===== src/design/e2d_pkg.sv =====
package e2d_pkg;

  localparam logic [14:0] ExpAllOnes = 15'h7FFF;
  localparam logic [10:0] DblExpMax  = 11'h7FF;
  localparam int          ExpShift   = 15360;

  // count leading zeros of a 64-bit word, log-depth priority search
  function automatic logic [6:0] clz64(input logic [63:0] v);
    logic [6:0] n;
    logic [63:0] t;
    n = 7'd0;
    t = v;
    if (t[63:32] == 32'd0) begin n = n + 7'd32; t = {t[31:0], 32'd0}; end
    if (t[63:48] == 16'd0) begin n = n + 7'd16; t = {t[47:0], 16'd0}; end
    if (t[63:56] == 8'd0)  begin n = n + 7'd8;  t = {t[55:0], 8'd0};  end
    if (t[63:60] == 4'd0)  begin n = n + 7'd4;  t = {t[59:0], 4'd0};  end
    if (t[63:62] == 2'd0)  begin n = n + 7'd2;  t = {t[61:0], 2'd0};  end
    if (t[63] == 1'b0)     begin n = n + 7'd1; end
    if (v == 64'd0) n = 7'd64;
    return n;
  endfunction

endpackage


===== src/design/extended80_to_double_converter_core.sv =====
// Converts an 80-bit extended value (sign/exponent word plus explicit
// 64-bit significand) into an IEEE binary64 bit pattern, rounded once to
// nearest even, with overflow to infinity and gradual underflow. All-ones
// exponents (infinity or any NaN) give a signed infinity. Four register
// stages: classify and leading-zero count, normalise shift and exponent,
// round, output register. One item per cycle unless the output stalls;
// the result is valid once the item reaches the output register. A stall
// holds every stage that carries an item; no item is lost or repeated.
module extended80_to_double_converter_core
  import e2d_pkg::*;
(
  input  logic        clk_i,
  input  logic        rst_ni,
  input  logic        in_valid_i,
  output logic        in_stall_o,
  input  logic [15:0] sign_and_exponent_i,
  input  logic [63:0] mantissa_i,
  output logic        out_valid_o,
  input  logic        out_stall_i,
  output logic [63:0] double_bits_o
);

  // stage enables: a stage moves when it is empty or the next one moves
  logic v1_q, v2_q, v3_q, v4_q;
  logic en1, en2, en3, en4;

  assign en4 = !v4_q || !out_stall_i;
  assign en3 = !v3_q || en4;
  assign en2 = !v2_q || en3;
  assign en1 = !v1_q || en2;
  assign in_stall_o = !en1;

  // stage 1
  logic        s1_sign_q;
  logic        s1_spec_q;   // infinity or zero, bypasses arithmetic
  logic [62:0] s1_spec_mag_q;
  logic [14:0] s1_exp_q;
  logic [63:0] s1_man_q;
  logic [6:0]  s1_lz_q;

  // stage 2
  logic        s2_sign_q;
  logic        s2_spec_q;
  logic [62:0] s2_spec_mag_q;
  logic [63:0] s2_norm_q;
  logic        s2_ovf_q;
  logic        s2_denorm_q;
  logic [6:0]  s2_shift_q;
  logic [10:0] s2_exp_field_q;

  // stage 3
  logic        s3_sign_q;
  logic [62:0] s3_mag_q;

  logic [63:0] out_q;

  logic signed [17:0] de;
  logic signed [17:0] sh;
  logic [62:0]        round_mag;

  always_comb begin
    de = signed'({3'd0, s1_exp_q}) - 18'sd15360 - signed'({11'd0, s1_lz_q});
    sh = 18'sd12 - de;
  end

  e2d_round u_round (
    .norm_i     (s2_norm_q),
    .shift_i    (s2_shift_q),
    .denorm_i   (s2_denorm_q),
    .exp_field_i(s2_exp_field_q),
    .mag_o      (round_mag)
  );

  always_ff @(posedge clk_i or negedge rst_ni) begin
    if (!rst_ni) begin
      v1_q <= 1'b0;
      v2_q <= 1'b0;
      v3_q <= 1'b0;
      v4_q <= 1'b0;
    end else begin
      if (en1) v1_q <= in_valid_i;
      if (en2) v2_q <= v1_q;
      if (en3) v3_q <= v2_q;
      if (en4) v4_q <= v3_q;
    end
  end

  always_ff @(posedge clk_i) begin
    if (en1) begin
      s1_sign_q     <= sign_and_exponent_i[15];
      s1_exp_q      <= sign_and_exponent_i[14:0];
      s1_man_q      <= mantissa_i;
      s1_lz_q       <= clz64(mantissa_i);
      s1_spec_q     <= (sign_and_exponent_i[14:0] == ExpAllOnes) || (mantissa_i == 64'd0);
      s1_spec_mag_q <= (sign_and_exponent_i[14:0] == ExpAllOnes) ?
                       {DblExpMax, 52'd0} : 63'd0;
    end
    if (en2) begin
      s2_sign_q      <= s1_sign_q;
      s2_spec_q      <= s1_spec_q;
      s2_spec_mag_q  <= s1_spec_mag_q;
      s2_norm_q      <= s1_man_q << s1_lz_q[5:0];
      s2_ovf_q       <= de >= 18'sd2047;
      s2_denorm_q    <= de < 18'sd1;
      s2_exp_field_q <= (de >= 18'sd1) ? 11'(de - 18'sd1) : 11'd0;
      if (de >= 18'sd1)       s2_shift_q <= 7'd11;
      else if (sh > 18'sd65)  s2_shift_q <= 7'd65;
      else                    s2_shift_q <= 7'(sh);
    end
    if (en3) begin
      s3_sign_q <= s2_sign_q;
      if (s2_spec_q)     s3_mag_q <= s2_spec_mag_q;
      else if (s2_ovf_q) s3_mag_q <= {DblExpMax, 52'd0};
      else               s3_mag_q <= round_mag;
    end
    if (en4) out_q <= {s3_sign_q, s3_mag_q};
  end

  assign out_valid_o   = v4_q;
  assign double_bits_o = out_q;

endmodule


===== src/design/e2d_round.sv =====
// final rounding stage: shifts the normalised significand into place and
// rounds to nearest even
module e2d_round
  import e2d_pkg::*;
(
  input  logic [63:0] norm_i,
  input  logic [6:0]  shift_i,
  input  logic        denorm_i,
  input  logic [10:0] exp_field_i,
  output logic [62:0] mag_o
);

  logic [63:0] q;
  logic        half;
  logic        rest;
  logic [63:0] below;
  logic [63:0] sticky_mask;
  logic [63:0] rounded;

  always_comb begin
    // shift_i runs 11..65; 65 means everything is shifted out
    q           = 64'd0;
    half        = 1'b0;
    sticky_mask = 64'd0;
    if (shift_i <= 7'd64) begin
      q           = (shift_i == 7'd64) ? 64'd0 : (norm_i >> shift_i[5:0]);
      half        = norm_i[6'(shift_i - 7'd1)];
      sticky_mask = (64'd1 << 6'(shift_i - 7'd1)) - 64'd1;
    end
    below   = norm_i & sticky_mask;
    rest    = |below;
    rounded = q + {63'd0, half & (rest | q[0])};
    if (denorm_i) mag_o = rounded[62:0];
    else          mag_o = {1'b0, 62'd0} + ({exp_field_i, 52'd0} + rounded[62:0]);
  end

endmodule


===== config.mk =====
export PLATFORM = sky130hd
export DESIGN_NAME = extended80_to_double_converter_core
export DESIGN_NICKNAME = d
export VERILOG_FILES = /design/src/design/e2d_pkg.sv /design/src/design/extended80_to_double_converter_core.sv /design/src/design/e2d_round.sv
export SDC_FILE = /design/constraint.sdc
export NUM_CORES = 1
export LEC_CHECK = 0
export ABC_CLOCK_PERIOD_IN_PS = 7900
export BUFFER_PORTS_ARGS = -buffer_cell sky130_fd_sc_hd__buf_2
export CAP_MARGIN = 25
export CELL_PAD_IN_SITES_DETAIL_PLACEMENT = 0
export CELL_PAD_IN_SITES_GLOBAL_PLACEMENT = 1
export CORE_MARGIN = 2
export CORE_UTILIZATION = 46
export CTS_BUF_LIST = sky130_fd_sc_hd__clkbuf_8
export DETAILED_ROUTE_END_ITERATION = 8
export GPL_TIMING_DRIVEN = 0
export PLACE_DENSITY = 0.83
export SETUP_SLACK_MARGIN = 0.4
export SLEW_MARGIN = 20
export SYNTH_ARGS = -nofsm -noshare
export SYNTH_HDL_FRONTEND = slang
export SYNTH_HIERARCHICAL = 1
export SYNTH_SLANG_ARGS = --single-unit

===== constraint.sdc =====
create_clock -name clk_i -period 7.9 [get_ports clk_i]
set_clock_uncertainty 0.1 [all_clocks]
set_input_delay 1.185 -clock clk_i [delete_from_list [all_inputs] [get_ports clk_i]]
set_output_delay 1.185 -clock clk_i [all_outputs]
set_load 0.005 [all_outputs]

======== Yosys cells after proc, flatten, opt, wreduce, memory -nomap -nowiden ========
Index checks and enable logic that the tools add are counted.
word-level totals
  register bits after elaboration ......... 432
  input port bits ......................... 84
  output and inout port bits .............. 66
  logic and storage cells ................. 100
cells by class
  $add $sub $neg .......................... 13
  magnitude comparators ................... 6
  eq/ne operators ......................... 2
  shift-type cells ........................ 3
  multiplexer cells ....................... 32
  bitwise logic cells ..................... 3
  reductions and logical operators ........ 19
operator list
  operator                                                     count
  two-way mux 64 bit                                           11
  two-way mux 63 bit                                           6
  two-way mux 7 bit                                            11
  AND 64 bit                                                   1
  zero test 64 bit                                             1
  OR reduction 64 bit                                          1
  left shift 1 x 6 -> 64 bit, first input constant             1
  left shift 64 x 6 -> 64 bit                                  1
  >> shifter 64 x 6 -> 63 bit                                  1
  subtractor 64 x 1 -> 64 bit, second input constant           1
  adder 63 x 1 -> 63 bit                                       1
  adder 63 bit                                                 1
  zero test 32 bit                                             1
  > comparator 18 x 8 -> 1 bit, second input constant          1
  subtractor 5 x 17 -> 18 bit, first input constant            1
  >= comparator 17 x 12 -> 1 bit, second input constant        1
  >= comparator 17 x 2 -> 1 bit, second input constant         1
  less-than comparator 17 x 2 -> 1 bit, second input constant  1
  subtractor 16 x 8 -> 17 bit                                  1
  zero test 16 bit                                             1
  subtractor 15 x 14 -> 16 bit, second input constant          1
  equality test 15 bit, second input constant                  1
  subtractor 11 x 2 -> 11 bit, second input constant           1
  zero test 8 bit                                              1
  other kinds (19)                                             29

======== Logic depth before layout (Yosys ltp) ========
Gate-level depths: netlist of run 1.
  depth in word-level cells ............... 20
  gate-level depth with buffers ........... 35
  mapped depth without buffers ............ 29

======== Modules after synthesis ========
The synthesis of run 1 kept the hierarchy.
by module, submodules not included
  module                               instances  cells each  area an instance (um2)  sequential area each (um2)
  extended80_to_double_converter_core  1          1295        15683.8                 9228.9
  e2d_round                            1          1330        11060.6                 0.0

======== Worst setup path before layout of run 1 ========
Ideal clock, no wire load.
  path kind ............................... reg-to-reg
  start point ............................. register s2_shift_q[0]
  end point ............................... register s3_mag_q[62], data pin
  setup time .............................. 254 ps
  arrival time ............................ 7033 ps
  required time ........................... 7546 ps
  path slack .............................. 513 ps
  stages on the path, launching flop included .. 36
  path buffers ............................ 6
  period minus slack after synthesis ...... 7387 ps
  cell sequence ........................... edfxtp_1 > buf_6 > buf_2 > clkinv_1 > buf_2 > ha_1 > buf_1 > clkbuf_1 > mux4_2 > mux2i_1 > mux2i_1 > mux2i_1 > mux2i_1 > nand3b_1 > inv_1 > ha_1 > nand3_1 > a2111oi_2 > and4_1 > buf_4 > nand3_1 > xor2_1 > ha_1 > fa_1 > a21o_1 > a21oi_1 > o21bai_1 > a21oi_1 > o21bai_1 > a21oi_1 > nor2b_1 > o21ai_0 > mux4_2 > a2111oi_0 > xnor2_1 > o21a_1
on the way
  longest elaborated chain between the ends .. 13
  elaborated cells between the ends (all ways) .. 21
  classes of those cells .................. 4 x add/sub; 1 x order compare; 1 x eq/ne; 2 x shift; 9 x mux; 3 x bitwise; 1 x reduce/logical
ends and longest elaborated chain
  what                         RTL line                                    text
  from (decl)                  extended80_to_double_converter_core.sv:48   logic [6:0] s2_shift_q;
  from (signal assigned)       extended80_to_double_converter_core.sv:108  else s2_shift_q <= 7'(sh);
  subtractor 6 x 1 -> 6 bit    e2d_round.sv:27, e2d_round.sv:28
  left shift 1 x 6 -> 64 bit   e2d_round.sv:28                             sticky_mask = (64'd1 << 6'(shift_i - 7'd1)) - 64'd1;
  subtractor 64 x 1 -> 64 bit  e2d_round.sv:28
  two-way mux 64 bit           e2d_round.sv:25                             if (shift_i <= 7'd64) begin
  AND 64 bit                   e2d_round.sv:30                             below = norm_i & sticky_mask;
  OR reduction 64 bit          e2d_round.sv:31                             rest = |below;
  bitwise OR 1 bit             e2d_round.sv:32                             rounded = q + {63'd0, half & (rest | q[0])};
  AND 1 bit                    e2d_round.sv:32
  adder 63 x 1 -> 63 bit *     e2d_round.sv:32
  adder 63 bit                 e2d_round.sv:34                             else mag_o = {1'b0, 62'd0} + ({exp_field_i, 52'd0} + rounded[62:0]);
  two-way mux 63 bit *         e2d_round.sv:33                             if (denorm_i) mag_o = rounded[62:0];
  net round_mag[62]            extended80_to_double_converter_core.sv:59   logic [62:0] round_mag;
  two-way mux 63 bit *         extended80_to_double_converter_core.sv:113  else if (s2_ovf_q) s3_mag_q <= {DblExpMax, 52'd0};
  two-way mux 63 bit *         extended80_to_double_converter_core.sv:112  if (s2_spec_q) s3_mag_q <= s2_spec_mag_q;
  to (signal assigned)         extended80_to_double_converter_core.sv:112
  to (signal assigned)         extended80_to_double_converter_core.sv:113
  to (signal assigned)         extended80_to_double_converter_core.sv:114  else s3_mag_q <= round_mag;
  to (decl)                    extended80_to_double_converter_core.sv:53   logic [62:0] s3_mag_q;
Mark *: on every way through the listed nets, which the timed path passes. The rest lies on a longest branch. The select of a mux whose other input is x is not followed.
A chain may end at the register's enable or synchronous reset.

======== Worst setup path after layout of run 1 ========
  start point ............................. register s2_shift_q[2]
  end point ............................... register s3_mag_q[62], data pin
Same word-level chain as after synthesis.

==> run_results.csv, run 1 <==
group,metric,value,unit
timing,maxSlewViolCount,0,
clock_network,clkTransAtPathRegs,60,ps
timing,report.final.hold_viol_count,0,
critical_path,cp-start-kind,"flip-flop",
critical_path,slowest_delay,690,ps
detailed_routing,vias,25180,
place,dp_hpwl,86.33,mm
grt,gr-usage-all-layers,36.40,%
logic_synthesis,yosysTopAreaCell,"edfxtp_1",
detailed_routing,drt-vias-per-instance,6.885,
logic_synthesis,syn_inst,2625,
grt,grt_pass1_vias,24640,
detailed_routing,drtAntennaViolNets,0,
clock_network,root_buffer,"clkbuf_8",
critical_path,cp.arrival,7640,ps
cells_and_area,drive_gt1_share,22.76,%
place,post-place-ws,-1393,ps
power_and_ir_drop,powerDensity,258.7,mW/mm2
grt,grt_util_met3,9.031,%
timing,slew_headroom,25.09,%
logic_synthesis,synthArstFlopShare,1.299,%
power_and_ir_drop,ir_worst_vdd,0.0001765,V
critical_path,cp_slowest_cell,"nor2b_1",
grt,grt_max_degree,66,
logic_synthesis,yosysUniqueCellTypes,118,
grt,antenna_found_initial,2,
floorplan,boundaryPins,150,
place,placed_cell_area,0.02860,mm2
cells_and_area,fin_area,0.03008,mm2
logic_synthesis,yosys_warnings,6,
critical_path,required,8200,ps
floorplan,start_util,46.44,%
detailed_routing,wirelength,110.3,mm
critical_path,crit_fanout,10,
timing,period_minus_slack,7333,ps
timing,fin_ws,566.8,ps
grt,grtUsageMet2,57.85,%
grt,grt_pass1_wl,162.2,mm
run,drv_cap,0,
logic_synthesis,synth-edff-count,304,
clock_network,clock_path_buffers,3,
floorplan,rows,88,
worst_hold_path,holdCritPathClass,"input port to async pin",
logic_synthesis,ys_ff_latch,308,
timing,tightest_slew,1114,ps
detailed_routing,drc_errors,0,
grt,grt_remaining_overflow,0,
floorplan,die_height,245.1,um
floorplan,die_w,245.1,um
clock_network,cts_tree,"yes",
outcome,status,"complete, no violations",
floorplan,coreArea,0.05759,mm2
detailed_routing,routedWlPerCell,30.16,um
logic_synthesis,synth_most_common_cell,"edfxtp_1",
cells_and_area,nets,2965,
critical_path,crit_type,"flip-flop to flip-flop",
clock_network,cts_buffers,51,
logic_synthesis,ys_seq_area_share,34.51,%
timing,rsz0062_at_grt,"no",
clock_network,htreeDepth,2,
grt,grt.busiest_layer,"met2",
clock_network,cts.sinks,308,
logic_synthesis,synth_nets,2739,
clock_network,clk_latency,650,ps
place,gp_congestion,1.019,
clock_network,hold_buffers,0,
place,port_buffers,149,
timing,setup_viol,0,
logic_synthesis,synth_area,0.02674,mm2
logic_synthesis,synth_area_leaders,"edfxtp_1 (34%), mux4_2 (16%), mux2i_1 (4.9%)",
logic_synthesis,synth_common_cells,"edfxtp_1 (304), nor2_1 (291), nand2_1 (285), mux4_2 (187), mux2i_1 (130)",
cells_and_area,area_delta_synth_final,12.47,%
detailed_routing,drt-initial-drc-count,3314,
timing,fin_crit_sh,92.83,%
power_and_ir_drop,leakagePower,0.01138,uW
critical_path,cp-end-kind,"flip-flop",
logic_synthesis,syn_avg_cell_area,10.19,um2
timing,max_freq,136.4,MHz
logic_synthesis,synth_top_cell_area_share,34.13,%
grt,met1_usage,45.44,%
detailed_routing,first_pass_iters,7,
logic_synthesis,synthFlopType,"edfxtp_1",
floorplan,die_area,0.06008,mm2
-- metrics by stage --
| step | power [uW] | std cells | hold slack, ps | setup TNS, ps | util, % |
|---|---|---|---|---|---|
| floorplan | 4815 | 2625 | 300.3 | 0 | - |
| global placement | 6133 | 3539 | 301.0 | -2880 | 49.40 |
| detailed placement | 6161 | 3546 | 304.5 | -3071 | 49.66 |
| CTS | 7607 | 3645 | 191.8 | 0 | 51.87 |
| global route | 8059 | 3656 | 200.5 | 0 | 52.23 |
| finish | 7783 | 3657 | 227.9 | 0 | 52.24 |
-- layout make-up --
type / instances / area (um2)
Clock inverter: 41 / 294.0
Buffer: 190 / 1006
Fill cell: 5204 / 27510
Antenna cell: 1 / 2.502
Inverter: 46 / 183.9
Multi-Input combinational cell: 2081 / 16720
Clock buffer: 52 / 715.7
Timing Repair Buffer: 173 / 967.2
Sequential cell: 308 / 9229
Tap cell: 765 / 957.2
-- state kept, by name (all words and copies together) (netlist names), 7 cells and up --
name	cells
s1_man_q	64
s1_lz_q	7
double_bits_o	64
s2_shift_q	7
s3_mag_q	63
s2_norm_q	64
s2_exp_field_q	11
s1_exp_q	15
-- routing by layer --
layer	up-vias	wire [um]
met4	6	7268
met5	-	54
met3	447	11640
met2	1808	50310
met1	12290	41030
li1	10630	-
-- final timing paths --
path	depth (start not counted)	slack, ps	startpoint	to
min in group clk_i	0	320	s3_mag_q[46]$_SDFFCE_PP0P_	double_bits_o[46]$_DFFE_PP_
min reg2reg	0	320	s3_mag_q[46]$_SDFFCE_PP0P_	double_bits_o[46]$_DFFE_PP_
min	1	230	rst_ni	v1_q$_DFFE_PN0N_
max	26	570	s2_shift_q[2]$_SDFFCE_PP0P_	s3_mag_q[62]$_DFFE_PP_
max reg2reg	26	570	s2_shift_q[2]$_SDFFCE_PP0P_	s3_mag_q[62]$_DFFE_PP_
max in group asynchronous	1	7350	rst_ni	v3_q$_DFFE_PN0P_
-- critical path: cells and delay by family, from the launching register on --
family                   cells  cell delay [ps]
AO/OA/AOI/OAI               11             2050
XOR/XNOR                     2              350
adder cells (fa/ha/maj)      2              560
buffers and inverters        3             1210
flip-flops                   1              310
multiplexers                 1              340
AND/OR/NAND/NOR              7             2170
-- kinds of logic (layout without fill, tap and decap cells) --
kind of cell | count (synthesis) | count (layout) | synth area share [%]
AOI/OAI and AO/OA | 543 | 543 | 14.21
xor gates and xnor gates | 117 | 117 | 3.860
adders and majority gates | 30 | 30 | 1.460
buffers and inverters | 236 | 502 | 4.154
DFF | 308 | 308 | 34.51
muxes | 364 | 364 | 22.82
other | 0 | 1 | 0
and+or+nand+nor | 1027 | 1027 | 18.99
-- what timing repair did --
item / CTS / global route
setup endpoints to repair: 8 / 2
resized for setup: 43 / 31
pin swaps: 2 / 8
buffers inserted: 6 / 11
-- cells in the final DEF, fill, tap and decap left out, types with 25 or more instances in the layout --
master    Yosys  final
clkbuf_8      0     53
xor2_1       46     46
nand2_1     285    283
xnor2_1      70     67
nor3_1       59     57
o21a_1       32     32
mux2_2       43     43
mux2i_1     130    128
buf_2        47    191
and2_1       74     74
a31oi_1      26     26
ha_1         28     25
inv_1        38     50
buf_1        32     26
edfxtp_1    304    304
nor2_1      291    290
a21oi_1     106    103
clkbuf_1     88     85
nand3_1      79     77
mux4_2      187    187
o22ai_1      31     28
o21ai_0     101     99
buf_4         7     31
nand4_1      39     39
-- where the power goes --
part           leakage [uW]  switching (uW)  total [uW]  internal (uW)
logic               0.00759            2220        3700           1480
clock network      0.000566             637        1380            747
registers           0.00323             489        2700           2210
Power figures use the tool's default switching activity.
==> run 2, diff against run 1 <==
--- a/config.mk
+++ b/config.mk
@@ -10,7 +10,6 @@
 export CAP_MARGIN = 25
 export CELL_PAD_IN_SITES_DETAIL_PLACEMENT = 0
 export CELL_PAD_IN_SITES_GLOBAL_PLACEMENT = 1
-export CORE_MARGIN = 2
 export CORE_UTILIZATION = 46
 export CTS_BUF_LIST = sky130_fd_sc_hd__clkbuf_8
 export DETAILED_ROUTE_END_ITERATION = 8
==> run 2 against run 1 <==
Setup slack gained 52 ps. Non-clock buffer count fell by 2. Final area about the same. Combinational power about the same.
==> run_results.csv, run 2 (synthesis results as in run 1) <==
group,metric,value,unit
detailed_routing,drt-initial-drc-count,3027,
power_and_ir_drop,powerDensity,258.6,mW/mm2
outcome,status,"complete, no violations",
critical_path,critical-path-top-delay-family,"simple AND/OR/NAND/NOR gates",
grt,grt_remaining_overflow,0,
timing,slew_headroom,14.42,%
grt,grt_max_degree,66,
floorplan,start_util,46.44,%
timing,fin_crit_sh,92.17,%
detailed_routing,drt-vias-per-instance,6.845,
grt,gr-usage-all-layers,36.51,%
timing,report.final.hold_viol_count,0,
timing,max_freq,137.3,MHz
place,gp_congestion,1.010,
clock_network,clk_latency,630,ps
clock_network,cts.sinks,308,
critical_path,reg2reg_depth,27,
critical_path,slowest_delay,710,ps
timing,rsz0062_at_grt,"no",
floorplan,die_w,243.1,um
clock_network,clkTransAtPathRegs,60,ps
timing,timing.hold.ws,243.7,ps
place,port_buffers,149,
critical_path,cp-start-kind,"flip-flop",
cells_and_area,area_delta_synth_final,12.39,%
clock_network,clock_path_buffers,3,
timing,setup_tns,0,ps
timing,tightest_slew,1284,ps
timing,period_minus_slack,7282,ps
grt,grt_pass1_wl,160.3,mm
floorplan,die_height,243.1,um
critical_path,cp.depth,27,
cells_and_area,layout_common_cells,"edfxtp_1 (304), nor2_1 (289), nand2_1 (283)",
cells_and_area,drive_gt1_share,22.86,%
detailed_routing,drc_errors,0,
cells_and_area,final_common_cell,"edfxtp_1",
grt,grt_pass1_vias,24160,
critical_path,crit_fanout,10,
cells_and_area,nets,2964,
power_and_ir_drop,leakagePower,0.01135,uW
critical_path,cp_slowest_cell,"nor2b_1",
run,drv_cap,0,
grt,antenna_found_initial,2,
detailed_routing,vias,25010,
detailed_routing,first_pass_iters,8,
timing,setup_viol,0,
power_and_ir_drop,ir_worst_vdd,0.0001457,V
critical_path,cp.arrival,7570,ps
critical_path,required,8180,ps
timing,maxSlewViolCount,0,
clock_network,cts_tree,"yes",
critical_path,cp-end-kind,"flip-flop",
floorplan,boundaryPins,150,
detailed_routing,routedWlPerCell,30.14,um
floorplan,die_area,0.05911,mm2
place,dp_hpwl,86.02,mm
critical_path,crit_type,"flip-flop to flip-flop",
floorplan,rows,88,
floorplan,coreArea,0.05759,mm2
clock_network,htreeDepth,2,
worst_hold_path,holdCritPathClass,"input port to async pin",
detailed_routing,drtAntennaViolNets,0,
clock_network,cts_buffers,52,
critical_path,path_buf_inv,4,
power_and_ir_drop,power,7773,uW
clock_network,root_buffer,"clkbuf_8",
cells_and_area,num-fill-cells,5258,
detailed_routing,wirelength,110.1,mm
## run 2: cell count changes in the layout (fill, tap and decap cells not counted), sizes merged
cell	delta
clkinvlp	+1
clkinv	-1
inv	-2
bufinv	-1
buf	-1
## run 2: what timing repair did
item,in CTS,in global routing
setup buffers,8,6
hold buffers,0,0
setup endpoints to repair,7,2
pin swaps,2,6
resized for setup,43,33
## run 2: metal layers
metal	part of all wire (%)	GRT usage [%]	wire (um)	vias to the layer above
li1	-	-	-	10620
met1	38	46.43	41850	12180
met2	45	58.04	49910	1775
met3	10	8.249	11310	428
met4	6.4	19.24	7009	2
met5	0.017	0	19	-
## run 2: layout make-up
cell class	instances	area, um2	share of cell area, %
Clock buffer	53	729.5	2.427
Clock inverter	38	262.8	0.8741
Buffer	190	1008	3.355
Timing Repair Buffer	171	965.9	3.213
Multi-Input combinational cell	2081	16720	55.63
Tap cell	765	957.2	3.184
Antenna cell	1	2.502	0.008325
Sequential cell	308	9229	30.70
Inverter	46	181.4	0.6036
## run 2: worst paths after layout
path | start | endpoint | slack (ps)
min | rst_ni | v3_q$_DFFE_PN0P_ | 240
min in group clk_i | s3_mag_q[20]$_SDFFCE_PP0P_ | double_bits_o[20]$_DFFE_PP_ | 320
max | s2_shift_q[3]$_SDFFCE_PP1P_ | s3_mag_q[62]$_DFFE_PP_ | 620
min reg2reg | s3_mag_q[20]$_SDFFCE_PP0P_ | double_bits_o[20]$_DFFE_PP_ | 320
max in group asynchronous | rst_ni | out_valid_o$_DFFE_PN0P_ | 7340
max reg2reg | s2_shift_q[3]$_SDFFCE_PP1P_ | s3_mag_q[62]$_DFFE_PP_ | 620
## run 2: worst reg2reg max path: stages (launching register included)
cell	delay, ps
edfxtp_1	490
buf_2	280
buf_4	240
buf_2	270
nor2b_1	720
a22oi_1	330
or2_2	370
a21o_1	180
nor4bb_1	390
nand4_1	270
nor4_4	260
buf_4	200
nand3_1	100
xor2_1	210
ha_1	240
fa_2	350
a21o_1	180
a21oi_2	170
o21bai_1	90
a21oi_2	180
o21bai_1	80
a21oi_1	180
nor2b_1	80
o21ai_1	160
mux4_2	340
a2111oi_4	260
xnor2_2	120
o21a_1	200
## run 2: power breakdown
part / total (uW) / internal [uW] / leakage [uW] / switching [uW]
combinational: 3720 / 1480 / 0.00758 / 2230
clock: 1370 / 728 / 0.000539 / 646
sequential: 2680 / 2210 / 0.00323 / 478
total: 7770 / 4420 / 0.0113 / 3350
## run 2: stage by stage
| step | area (um2) | utilization (%) | worst slack [ps] | std cells |
|---|---|---|---|---|
| 6_report | 30060 | 52.20 | 618.4 | 3653 |
| 3_5_place_dp | 28630 | 49.71 | -1448 | 3546 |
| 5_1_grt | 30060 | 52.20 | 413.8 | 3653 |
| 2_1_floorplan | 26740 | - | 513.0 | 2625 |
| 4_1_cts | 29870 | 51.88 | 423.6 | 3645 |
| 3_3_place_gp | 28450 | 49.40 | -1263 | 3539 |
